===== src/design/sci_pkg.sv =====
`timescale 1ns / 1ps
// Shared definitions for the segment/circle intersection pipeline.
// Used by the top level, the square root pipeline and the divider pipeline.
package sci_pkg;

    localparam int COORD_BITS_DEF = 12;
    localparam int FRAC_BITS_DEF  = 16;
    localparam int RAD_W          = 16;
    localparam int OUT_W          = 14;
    localparam int CNT_W          = 2;
    localparam int OUT_MIN        = -8192;
    localparam int OUT_MAX        = 8191;

    typedef struct packed {
        logic en;
    } t_pipe_ctl;

    function automatic int f_max(input int a, input int b);
        return (a > b) ? a : b;
    endfunction

endpackage


===== src/design/sci_sqrt.sv =====
`timescale 1ns / 1ps
// Pipelined integer square root, one root bit resolved per stage.
// Depends on sci_pkg for the pipeline control struct.
module sci_sqrt #(
    parameter int SW = 30
) (
    input  logic               i_clk,
    input  sci_pkg::t_pipe_ctl i_ctl,
    input  logic [2*SW-1:0]    i_radicand,
    output logic [SW-1:0]      o_root
);

    logic [SW:0]     r_rem  [0:SW-1];
    logic [SW-1:0]   r_root [0:SW];
    logic [2*SW-1:0] r_rad  [0:SW-1];

    always_ff @(posedge i_clk) begin
        if (i_ctl.en) begin
            r_rem[0]  <= '0;
            r_root[0] <= '0;
            r_rad[0]  <= i_radicand;
        end
    end

    for (genvar k = 1; k <= SW; k++) begin : g_stage
        logic [SW+2:0] n_cand;
        logic [SW+2:0] n_trial;
        logic [SW+2:0] n_diff;
        logic          n_ge;

        always_comb begin
            n_cand  = {r_rem[k-1], r_rad[k-1][2*SW-1 -: 2]};
            n_trial = {1'b0, r_root[k-1], 2'b01};
            n_diff  = n_cand - n_trial;
            n_ge    = (n_cand >= n_trial);
        end

        always_ff @(posedge i_clk) begin
            if (i_ctl.en) begin
                r_root[k] <= {r_root[k-1][SW-2:0], n_ge};
            end
        end

        if (k < SW) begin : g_carry
            always_ff @(posedge i_clk) begin
                if (i_ctl.en) begin
                    r_rem[k] <= n_ge ? n_diff[SW:0] : n_cand[SW:0];
                    r_rad[k] <= {r_rad[k-1][2*SW-3:0], 2'b00};
                end
            end
        end
    end

    assign o_root = r_root[SW];

endmodule


===== config.mk =====
export PLATFORM = sky130hd
export DESIGN_NAME = sci_sqrt
export DESIGN_NICKNAME = d
export VERILOG_FILES = /design/src/design/sci_pkg.sv /design/src/design/sci_sqrt.sv
export SDC_FILE = /design/constraint.sdc
export NUM_CORES = 2
export LEC_CHECK = 0
export BUFFER_PORTS_ARGS = -buffer_cell sky130_fd_sc_hd__buf_2
export CAP_MARGIN = 20
export CORE_UTILIZATION = 45
export DETAILED_ROUTE_END_ITERATION = 10
export HOLD_SLACK_MARGIN = 0.1
export PLACE_DENSITY = 0.6
export SYNTH_ARGS = -nofsm -noshare
export SYNTH_HDL_FRONTEND = slang
export SYNTH_SLANG_ARGS = --single-unit

===== constraint.sdc =====
create_clock -name i_clk -period 9.5 [get_ports i_clk]
set_clock_uncertainty 0.15 [all_clocks]
set_input_delay 1.9 -clock i_clk [delete_from_list [all_inputs] [get_ports i_clk]]
set_output_delay 1.9 -clock i_clk [all_outputs]
set_load 0.02 [all_outputs]

## Word-level counts from Yosys, hierarchy flattened

Memories as Yosys holds them, arrays and structs flattened.
Index checks and enable logic that the tools add are counted.

- Flip-flop bits (word level): 0
- RAM bits: 3,660
- Input bits: 62
- Output and inout port bits: 30
- Logic and storage cells: 93
- Memories: 3

- Add/subtract/negate cells: 29
- $lt $le $gt $ge: 30
- Mux-type cells: 31

Memories:

| name | words | width | read ports | clocked after memory_dff | write ports | RTL line | text |
|---|---|---|---|---|---|---|---|
| r_rad | 30 | 60 | 30 | 0 | 30 | sci_sqrt.sv:15 | `logic [2*SW-1:0] r_rad [0:SW-1];` |
| r_rem | 30 | 31 | 30 | 0 | 30 | sci_sqrt.sv:13 | `logic [SW:0] r_rem [0:SW-1];` |
| r_root | 31 | 30 | 31 | 0 | 31 | sci_sqrt.sv:14 | `logic [SW-1:0] r_root [0:SW];` |

Operators by type and width:

| cell | number |
|---|---|
| 33-bit by 32-bit >= comparator with 1-bit output | 30 |
| 31-bit two-way mux | 29 |
| 31-bit subtractor | 29 |
| 1-bit two-way mux | 2 |

## Logic depth before layout (Yosys ltp)

An unclocked memory read counts as a cell.

- Depth in word-level cells: 3
- Gate-level depth with buffers: 15
- Mapped depth without buffers: 13

## Worst setup path after synthesis

Ideal clock, no wire load.

- Path type: register -> register
- Start: mem r_rem[13][31] in the netlist's numbering
- End: mem r_rem[14][30] in the netlist's numbering (data pin)
- Setup time: 0.279 ns
- Arrival time: 3.240 ns
- Data required time: 9.071 ns
- Path slack: 5.830 ns
- Stages on the path, launching flop included: 12
- Buffers on the path: 0
- Period minus slack after synthesis: 3.670 ns
- Cell sequence: edfxtp_1 -> ha_1 -> nor2b_1 -> o31a_1 -> o31ai_1 -> or4b_2 -> a31oi_1 -> o41a_1 -> a41o_1 -> a31o_2 -> a2111oi_0 -> xor2_1

RTL lines:

| what | RTL line |
|---|---|
| start: declaration | sci_sqrt.sv:13 |

==> reports/metrics.csv <==
metric,value,unit
global routing usage summed across all routing layers,0.173,
Fmax,226,MHz
synthesized netlist cell count,7706,
via count of the first global-routing pass,58600,
total via count in the routed design,59600,
clock latency on the worst-skew pair,0.87,ns
post-layout min period,4.42,ns
cts hold-fix bufs,0,
worst hold margin,0.254,ns
H-tree levels,4,
Unique masters post-synth,89,
RSZ-0062 raised after global routing,false,
Final #Nets,8519,
share of the synthesized area in compound gates (AO/OA/AOI/OAI),0.0904,
height of the die,479,um
period utilisation layout,0.465,
I/O pin cnt,92,
critical path data required time,9.97,ns
summed negative setup slack over all endpoints,0,ns
busiest layer in global routing,met2,
Yosys Warn Count,0,
initial drt markers,4864,
ratio of cells with drive above 1 in the final layout,0.0778,
maximum clock path buffer count,3,
max-slew violation total from the final report,0,
largest fanout of any net on the critical path,38,
fin util,0.509,
Syn-to-layout area delta,12.0,%
count of cells resized by post-cts repair,0,
port buffer count,91,
multiplexer share of the synthesized area,0.00854,
DR DRC count,0,
"EDFF count, synth",2250,
Layout Cells excl Fill,11200,
Main synth FF type,sky130_fd_sc_hd__edfxtp_1,
PwrDens,241,mW/mm^2
Critical Path End Type,flop,
path type of the worst min-delay path,reg2reg,
number of clock sinks,2250,
final WL,200000,um
top cells by area in the synthesized netlist,"sky130_fd_sc_hd__edfxtp_1 66%, sky130_fd_sc_hd__ha_1 6.1%, sky130_fd_sc_hd__xor2_1 3.0%",
met2 routing resource usage after global routing,0.281,
hold wc startpoint,r_rad[1][36],
Reg2Reg Capture Point,r_rem[10][57],
cell type with the largest total area after synthesis,sky130_fd_sc_hd__edfxtp_1,
Synth async-reset ratio,0,
count of cells along the worst register-to-register path,11,
number of nets in the synthesized netlist,8264,
post-placement cell area,0.107,sq mm
maximum number of pins on one net before global-route repair,186,
actual slew at the worst max-slew pin,1.24,ns
wire length of the first global-routing pass,318000,um
Register-to-Register Setup Slack,5.08,ns
Static Leak,43.4,nW
synthesized area divided by synthesized cell count,13.3,sq um
worst slew slack as a fraction of its limit,0.170,
clock tree root buffer cell,sky130_fd_sc_hd__clkbuf_16,
overall overflow remaining after global route,0,
adder and majority cell fraction of the synthesized area,0.0605,
GRT met1 Usage,0.238,
synthesized flop and latch total,2250,
endpoints failing setup,0,
count of buffers added by post-CTS timing repair for setup,0,
mean routed wirelength per cell,17.9,um
start point of the critical path,r_root[1][123],
initial antenna violation count,5,
arrival time reported for the critical path endpoint,4.89,ns
final design instance area without fill,0.115,sq mm
type of the setup path with the least slack,reg2reg,
reg-to-reg critical path startpoint,r_root[1][123],
Startpoint Class,flop,
Final Hold Violating Endpoints,0,
via density per instance,5.34,
dominant combinational cell family by area after synthesis,simple AND/OR/NAND/NOR gates,
simple-gate area share of the yosys netlist,0.0933,
run status,"finished, final reports clean",
cell count after placement,10700,
Peak VDD IR,0.000202,V
area of the mapped netlist,0.102,sq mm
CTS tree,yes,
XOR/XNOR share of the synthesized area,0.0605,
share of the yosys chip area belonging to registers,0.659,
global placement routability congestion,0.912,
detailed-placement wirelength estimate,141000,um
clock buffer count from CTS,234,
placeable core region,0.226,sq mm
drt first pass iters,6,
remaining antenna violation count after routing,0,
initial core utilization,0.454,
die outline area,0.230,sq mm
clk slew on worst S/H paths,0.06,ns
num rows,174,
number of max-cap violations,0,
met3 Usage GRT,0.0320,
die width,479,um
crit path capture,r_rem[10][57],
area share of the largest cell type after synthesis,0.659,
## report_power, final
part	internal (W)	switching (W)	total, W	leakage, nW
Sequential	0.0125	0.000762	0.0133	21.6
Combinational	0.00213	0.00293	0.00507	18.0
Clock	0.00545	0.00384	0.00930	3.80
## metrics by stage
stage	setup WS [ns]	power (W)
2_1_floorplan	5.83	0.0169
3_3_place_gp	4.95	0.0184
3_5_place_dp	4.88	0.0185
4_1_cts	5.22	0.0279
5_1_grt	4.89	0.0290
6_report	5.08	0.0276
## layout by cell type, fill, tap and decap left out, drive strengths merged, types with 21 or more instances in the layout
cell	count
edfxtp	2250
inv	628
nand2	506
ha	496
nor2	449
a21oi	439
o21ai	429
xor2	356
xnor2	352
clkbuf	274
nor3	183
a21o	175
buf	142
nand3	113
nor4	110
nand2b	109
clkinv	109
or3	91
o21a	84
nand4	73
mux2	68
nor2b	63
o31ai	49
or4	44
and3	41
a31oi	38
o21bai	35
a211oi	35
bufinv	34
or2	33
and2	28
o211ai	22
a21boi	21
## layer usage
metal	vias up	routed length, um
met5	-	0
met4	0	4940
met3	326	10500
met2	1319	93200
met1	28800	91300
li1	29100	-
## final cells by class
cell class / instances / area (sq um)
Inverter: 625 / 2350
Clock inverter: 162 / 1890
Timing Repair Buffer: 142 / 963
Clock buffer: 274 / 6010
Multi-Input combinational cell: 4708 / 32200
Sequential cell: 2250 / 67600
Tap cell: 2992 / 3740
Antenna cell: 4 / 10.0
Fill cell: 19300 / 111000
## flip-flops by register name, summed over array words and instances, names as in the netlist
name    count
r_rad     930
r_root    465
r_rem     855
## cell families after synthesis
logic type | count (synthesis)
buffers and inverters | 748
AOI/OAI and AO/OA | 1498
other | 1
and+or+nand+nor | 1926
muxes | 79
adders and majority gates | 496
xor gates and xnor gates | 708
DFF | 2250
## synth_stat cells, types with 63 or more instances
| cell | instances |
|---|---|
| sky130_fd_sc_hd__nand2b_1 | 109 |
| sky130_fd_sc_hd__nor2_1 | 449 |
| sky130_fd_sc_hd__nand4_1 | 73 |
| sky130_fd_sc_hd__or3_1 | 88 |
| sky130_fd_sc_hd__nor2b_1 | 63 |
| sky130_fd_sc_hd__inv_1 | 622 |
| sky130_fd_sc_hd__o21ai_0 | 429 |
| sky130_fd_sc_hd__mux2_2 | 68 |
| sky130_fd_sc_hd__a21oi_1 | 439 |
| sky130_fd_sc_hd__nor3_1 | 182 |
| sky130_fd_sc_hd__o21a_1 | 84 |
| sky130_fd_sc_hd__nor4_1 | 109 |
| sky130_fd_sc_hd__edfxtp_1 | 2250 |
| sky130_fd_sc_hd__a21o_1 | 175 |
| sky130_fd_sc_hd__ha_1 | 496 |
| sky130_fd_sc_hd__nand2_1 | 506 |
| sky130_fd_sc_hd__nand3_1 | 112 |
| sky130_fd_sc_hd__xnor2_1 | 352 |
| sky130_fd_sc_hd__clkbuf_1 | 110 |
| sky130_fd_sc_hd__xor2_1 | 356 |
## critical path: stages, from the launching register on
cell and delay, ns:
sky130_fd_sc_hd__edfxtp_1 0.40, sky130_fd_sc_hd__inv_1 0.06, sky130_fd_sc_hd__ha_1 0.32, sky130_fd_sc_hd__nand2_1 0.09, sky130_fd_sc_hd__nor2_1 0.60, sky130_fd_sc_hd__o21ai_0 0.44
sky130_fd_sc_hd__and3_1 0.29, sky130_fd_sc_hd__or3_1 0.44, sky130_fd_sc_hd__nand3_2 0.60, sky130_fd_sc_hd__nand4bb_1 0.29, sky130_fd_sc_hd__or3_1 0.38, sky130_fd_sc_hd__xnor2_1 0.13
## worst min-delay path by stage
stage / to / slack (ns) / depth (start not counted)
floorplan: r_rad[0][100] / 0.25 / 0
global placement: r_rad[0][89] / 0.25 / 0
detailed placement: r_rad[0][133] / 0.25 / 0
CTS: r_rad[1][290] / 0.25 / 0
global route: r_rad[1][290] / 0.26 / 0
finish: r_rad[1][98] / 0.25 / 0
Note: power is estimated with default switching activity, not from simulation.
